File: config.mk
export PLATFORM = sky130hd
export DESIGN_NAME = bsft_blend
export DESIGN_NICKNAME = d
export VERILOG_FILES = /design/src/bsft_pkg.sv /design/src/bsft_blend.sv
export SDC_FILE = /design/constraint.sdc
export NUM_CORES = 2
export LEC_CHECK = 0
export ABC_AREA = 1
export BUFFER_PORTS_ARGS = -buffer_cell sky130_fd_sc_hd__buf_4
export CORE_ASPECT_RATIO = 0.5
export CORE_UTILIZATION = 55
export CTS_CLUSTER_SIZE = 14
export DETAILED_ROUTE_END_ITERATION = 10
export PLACE_DENSITY = 0.71
export SLEW_MARGIN = 40
export SYNTH_ARGS = -nofsm -noshare
export SYNTH_HDL_FRONTEND = slang
export SYNTH_SLANG_ARGS = --single-unit
File: constraint.sdc
create_clock -name clk -period 8.2 [get_ports clk]
set_input_delay 1.64 -clock clk [delete_from_list [all_inputs] [get_ports clk]]
set_output_delay 1.64 -clock clk [all_outputs]
set_load 0.05 [all_outputs]
File: src/bsft_pkg.sv
package bsft_pkg;

	// Fixed-point format
	localparam int FRAC_BITS = 16;
	localparam int ONE       = 1 << FRAC_BITS;
	localparam int HALF      = 1 << (FRAC_BITS - 1);

	// Field widths
	localparam int COORD_W = 24;
	localparam int PH_W    = 17;
	localparam int SH_W    = 23;
	localparam int POS_W   = 25;
	localparam int VEL_W   = 26;

	// Internal widths: deltas and bases, blend and slope coefficients,
	// coefficient-by-delta products and the final sums
	localparam int DW    = 26;
	localparam int CW    = 18;
	localparam int MUL_W = CW + 1 + DW;
	localparam int SUM_W = MUL_W + 1;

	localparam logic signed [SUM_W-1:0] HALF_S  = SUM_W'(HALF);
	localparam logic signed [SUM_W-1:0] POS_MAX = SUM_W'(16777215);
	localparam logic signed [SUM_W-1:0] POS_MIN = -SUM_W'(16777216);
	localparam logic signed [SUM_W-1:0] VEL_MAX = SUM_W'(33554431);
	localparam logic signed [SUM_W-1:0] VEL_MIN = -SUM_W'(33554432);

	// Blend value and slope for one phase
	typedef struct packed {
		logic [CW-1:0] a;
		logic [CW-1:0] s;
	} coef_t;

	// Per-item distances and base points carried down the pipeline
	typedef struct packed {
		logic [DW-1:0] dx;
		logic [DW-1:0] dy;
		logic [DW-1:0] dz;
		logic [DW-1:0] bx;
		logic [DW-1:0] by;
		logic [DW-1:0] bz;
	} geom_t;

	// Round half up, then drop the fraction bits
	function automatic logic signed [SUM_W-1:0] rnd_s(input logic signed [MUL_W-1:0] m);
		logic signed [SUM_W-1:0] y;
		y = $signed({m[MUL_W-1], m}) + HALF_S;
		return y >>> FRAC_BITS;
	endfunction

	function automatic logic [POS_W-1:0] sat_pos(input logic signed [SUM_W-1:0] v);
		logic signed [SUM_W-1:0] c;
		priority if (v < POS_MIN) c = POS_MIN;
		else if (v > POS_MAX) c = POS_MAX;
		else c = v;
		return c[POS_W-1:0];
	endfunction

	function automatic logic [VEL_W-1:0] sat_vel(input logic signed [SUM_W-1:0] v);
		logic signed [SUM_W-1:0] c;
		priority if (v < VEL_MIN) c = VEL_MIN;
		else if (v > VEL_MAX) c = VEL_MAX;
		else c = v;
		return c[VEL_W-1:0];
	endfunction

endpackage

File: src/bsft_blend.sv
// Blend 3t^2 - 2t^3 and slope 6t(1 - t) of a phase, four register stages.
module bsft_blend import bsft_pkg::*; (
	input  logic            clk,
	input  logic [PH_W-1:0] t,
	output coef_t           coef
);

	localparam int PP_W = 2 * PH_W;
	localparam int QW   = PP_W + 2;
	localparam int PR_W = PH_W + CW;

	logic [PH_W-1:0] omt;
	logic [PH_W-1:0] t_s2;
	logic [PP_W-1:0] pp_s2;
	logic [PP_W-1:0] qq_s2;
	logic [PP_W:0]   pp_r;
	logic [QW-1:0]   six_q;
	logic [QW-1:0]   s_r;
	logic [PH_W-1:0] t2_s3;
	logic [CW-1:0]   fac_s3;
	logic [CW-1:0]   s_s3;
	logic [PR_W-1:0] prod_s4;
	logic [CW-1:0]   s_s4;
	logic [PR_W:0]   a_r;
	coef_t           coef_s5;

	assign omt = PH_W'(ONE) - t;

	// t^2 rounded, and 6 q rounded as shift-and-add
	assign pp_r  = {1'b0, pp_s2} + (PP_W + 1)'(HALF);
	assign six_q = {qq_s2, 2'b00} + {1'b0, qq_s2, 1'b0};
	assign s_r   = six_q + QW'(HALF);
	assign a_r   = {1'b0, prod_s4} + (PR_W + 1)'(HALF);

	always_ff @(posedge clk) begin
		t_s2    <= t;
		pp_s2   <= PP_W'(t) * PP_W'(t);
		qq_s2   <= PP_W'(t) * PP_W'(omt);

		t2_s3   <= pp_r[FRAC_BITS +: PH_W];
		fac_s3  <= CW'(3 * ONE) - {t_s2, 1'b0};
		s_s3    <= s_r[FRAC_BITS +: CW];

		prod_s4 <= PR_W'(t2_s3) * PR_W'(fac_s3);
		s_s4    <= s_s3;

		coef_s5.a <= a_r[FRAC_BITS +: CW];
		coef_s5.s <= s_s4;
	end

	assign coef = coef_s5;

endmodule

# == After elaboration in Yosys (flattened, before gate mapping) ==
# Index checks and enable logic that the tools add are counted.
# op_classes
order_cmp,0
n_bitwise,0
reduce_logical,0
n_eq_ne,0
multipliers,3
shift,0
n_addsub,6
div,0
n_mux,0
# op_table
cell,n
$add A34 B16 Y34 const B,2
$mul A17 B17 Y33,2
$add A34 B34 Y34,1
$mul A17 B18 Y34,1
$add A33 B16 Y33 const B,1
$sub A18 B18 Y18 const A,1
$sub A17 B17 Y17 const A,1
# word_totals
mem_count,0
mem_bits_rw,0
mem_bits_ro,0
regBits,224
latchBits,0
output_inout_bits,36

# == Depth between registers and ports, before layout ==
# logic_depth
ltp_word,2
ltp_mapped,36

# == Worst setup path before layout ==
# No wires, ideal clock.
# synth_timing
path_type,input to register
startpoint,input t[0]
endpoint,register qq_s2[31]
arrival_ns,7.706
stages,30
setup_time_ns,0.112
slack_ns,0.382
cell_sequence,buf_6 inv_2 clkbuf_1 ha_1 nand3_4 nor3_4 and2_4 nand3_2 inv_1 ha_1 inv_1 clkbuf_1 nand2_1 fa_1 inv_1 fa_1 fa_1 fa_1 fa_1 inv_1 fa_1 inv_1 ha_1 a21oi_1 o21ai_0 a21o_1 a21oi_1 nand2_1 nand2_1 nand2_1
# synth_via
elab_chain_cells,2
# synth_rtl
item,line_no,source
"start, declared",bsft_blend.sv:4,"input logic [PH_W-1:0] t,"
$sub A17 B17 Y17,bsft_blend.sv:27,assign omt = PH_W'(ONE) - t;
$mul A17 B17 Y33 (*),bsft_blend.sv:38,qq_s2 <= PP_W'(t) * PP_W'(omt);
"end signal, assigned",bsft_blend.sv:38,
"end, declared",bsft_blend.sv:15,logic [PP_W-1:0] qq_s2;
# Every way passes the cells marked *; elsewhere a longest branch is shown, timed or not.

# == Worst setup path in the final report ==
# layout_timing
startpoint,input t[2]
endpoint,register qq_s2[27]
# Same word-level chain as after synthesis.

==> impl_metrics.tcl <==
set metrics [dict create \
    rows 65 \
    antenna_found_initial 0 \
    initial_utilization_pct 55.6 \
    ys_ff_latch 192 \
    finalSetupViolations 0 \
    status "finished, final reports clean" \
    core_area_mm2 0.0630 \
    cap_violations 0 \
    pre_cts_ws_ns 0.0251 \
    fin_area_mm2 0.0369 \
    rsz0062_at_grt "no" \
    first_pass_iters 6 \
    relSlewSlack_pct 40.6 \
    cp_max_fo 10 \
    yosysWarnings 0 \
    ys_seq_area_share_pct 11.0 \
    clock_latency_ns 0.46 \
    synth_cells 4411 \
    cts_buffer_depth 2 \
    gp_congestion 0.970 \
    design.die.area_mm2 0.0648 \
    period_minus_slack_ns 7.82 \
    layout_commonest_cell "inv_1" \
    final.period_utilization_pct 95.3 \
    start_kind "input pin" \
    slowest_delay_ns 0.53 \
    seqCellArea_mm2 0.00385 \
    root_buffer "clkbuf_16" \
    ant_nets 0 \
    multi_input_area_mm2 0.0264 \
    hp-class "register to register" \
    ios 54 \
    synth_cell_types 49 \
    max_freq_mhz 128 \
    clk_pin_slew_ns 0.08 \
    synth_edf_count 0 \
    fillerInstances 5718 \
    postSynthAreaPerCell_um2 7.95 \
    async_reset_ff_share_pct 0 \
    hold_buffers 0 \
    tightest_slew_ns 0.890 \
    antenna_cells 0 \
    post-cts-setup-buffer-count 0 \
    vias 27400 \
    placed_area_mm2 0.0363 \
    cts.sinks 192 \
    h-tree-depth 4 \
    viasPerCell 5.22 \
    crit_top_cell "inv_1" \
    cp.arrival_ns 8.19 \
    grt_pass1_vias 28600 \
    critical_path_buf_inv_count 10 \
    required_ns 8.57 \
    fin_ws_ns 0.382 \
    cp-end-kind "register" \
    netlist_area_mm2 0.0351 \
    final_cell_mix "1,133 x inv_1, 1,034 x nand2_1, 634 x fa_1" \
    grt.overflow.total 0 \
    area_growth_pct 5.29 \
    wire_per_inst_um 16.9 \
    dp_hpwl_um 75300 \
    fp.dieW_um 359 \
    die_y_um 181 \
    crit_slowest_cell "fa_1" \
    nets 5439 \
    grt_start_max_net_pins 34 \
    cts_resized 0 \
    yosys.area.top_type "fa_1" \
    numCtsBuffers 17 \
    grt_pass1_wl_um 147000 \
    grt_usage_pct 28.6 \
    finalHoldViolCount 0 \
    drt_iter0_markers 2055 \
    synth_area_leaders "fa_1 36%, ha_1 14%, inv_1 12%, nand2_1 11%, dfxtp_1 11%" \
    critPathTopFamily "adder cells" \
    tns_ns 0 \
    syn_nets 5454 \
    totalWireLength_um 88800 \
    maxSlewViolCount 0 \
    numPortBuffers 53 \
    finClkSkew_ns 0.0147 \
    synth_top_area_share_pct 36.2 \
    ys.flop_type "dfxtp_1" \
    drive_above_1_share_pct 4.63 \
    crit_type "input pin to register" \
    drc 0 \
    cts_tree "built" \
]
[state kept, by name (all words and copies together), names as in the netlist]
| signal | cells |
|---|---|
| fac_s3 | 17 |
| t2_s3 | 17 |
| s_s3 | 18 |
| qq_s2 | 33 |
| s_s4 | 18 |
| t_s2 | 16 |
| prod_s4 | 19 |
| coef | 36 |
| pp_s2 | 18 |
[metrics by stage]
stage	std cells	hold WS, ns	utilization [%]
floorplan	4411	0.310	-
global placement	5214	0.311	57.6
detailed placement	5214	0.312	57.6
CTS	5246	0.327	58.6
global route	5246	0.329	58.6
finish	5246	0.322	58.6
[logic make-up after synthesis]
| family | synth area share, % |
|---|---|
| AND/OR/NAND/NOR | 18.2 |
| buffers and inverters | 13.8 |
| adder cells (fa/ha/maj) | 50.2 |
| AO/OA/AOI/OAI | 4.09 |
| flip-flops | 11.0 |
| XOR/XNOR | 2.84 |
[worst paths after layout]
path	slack [ns]	to	cells past startpoint	startpoint
max	0.38	qq_s2[27]	29	t[2]
min	0.32	coef[14]	0	s_s4[14]
max reg2reg	2.19	prod_s4[27]	20	t2_s3[2]
min reg2reg	0.32	coef[14]	0	s_s4[14]
[cells in the mapped netlist, types with 29 or more instances]
| cell | instances |
|---|---|
| a21oi_1 | 129 |
| ha_1 | 391 |
| xnor2_1 | 41 |
| clkbuf_1 | 112 |
| o21ai_0 | 65 |
| fa_1 | 634 |
| nor3_1 | 29 |
| inv_1 | 1133 |
| nand2_1 | 1034 |
| nand3_1 | 109 |
| nor2_1 | 277 |
| dfxtp_1 | 192 |
| xor2_1 | 71 |
[metal layers]
layer	routed length, µm	part of all wire (%)	global-route usage, %	vias to the layer above
li1	-	-	-	12900
met1	40300	45	40.5	13400
met2	40300	45	46.3	972
met3	6320	7.1	4.34	123
met4	1930	2.2	7.11	0
met5	0	0	0	-
[final cells by class]
cell class                 instances  area share, %
timing repair buffer              95           1.93
tap                              837           2.84
inverter                        1150           11.7
clock buffer                      18           1.19
clock inverter                    14          0.451
sequential                       192           10.4
multi-input combinational       2940           71.5
Power is not shown: default switching activity piles up to over one toggle a cycle in this logic, so the estimate is an artifact.
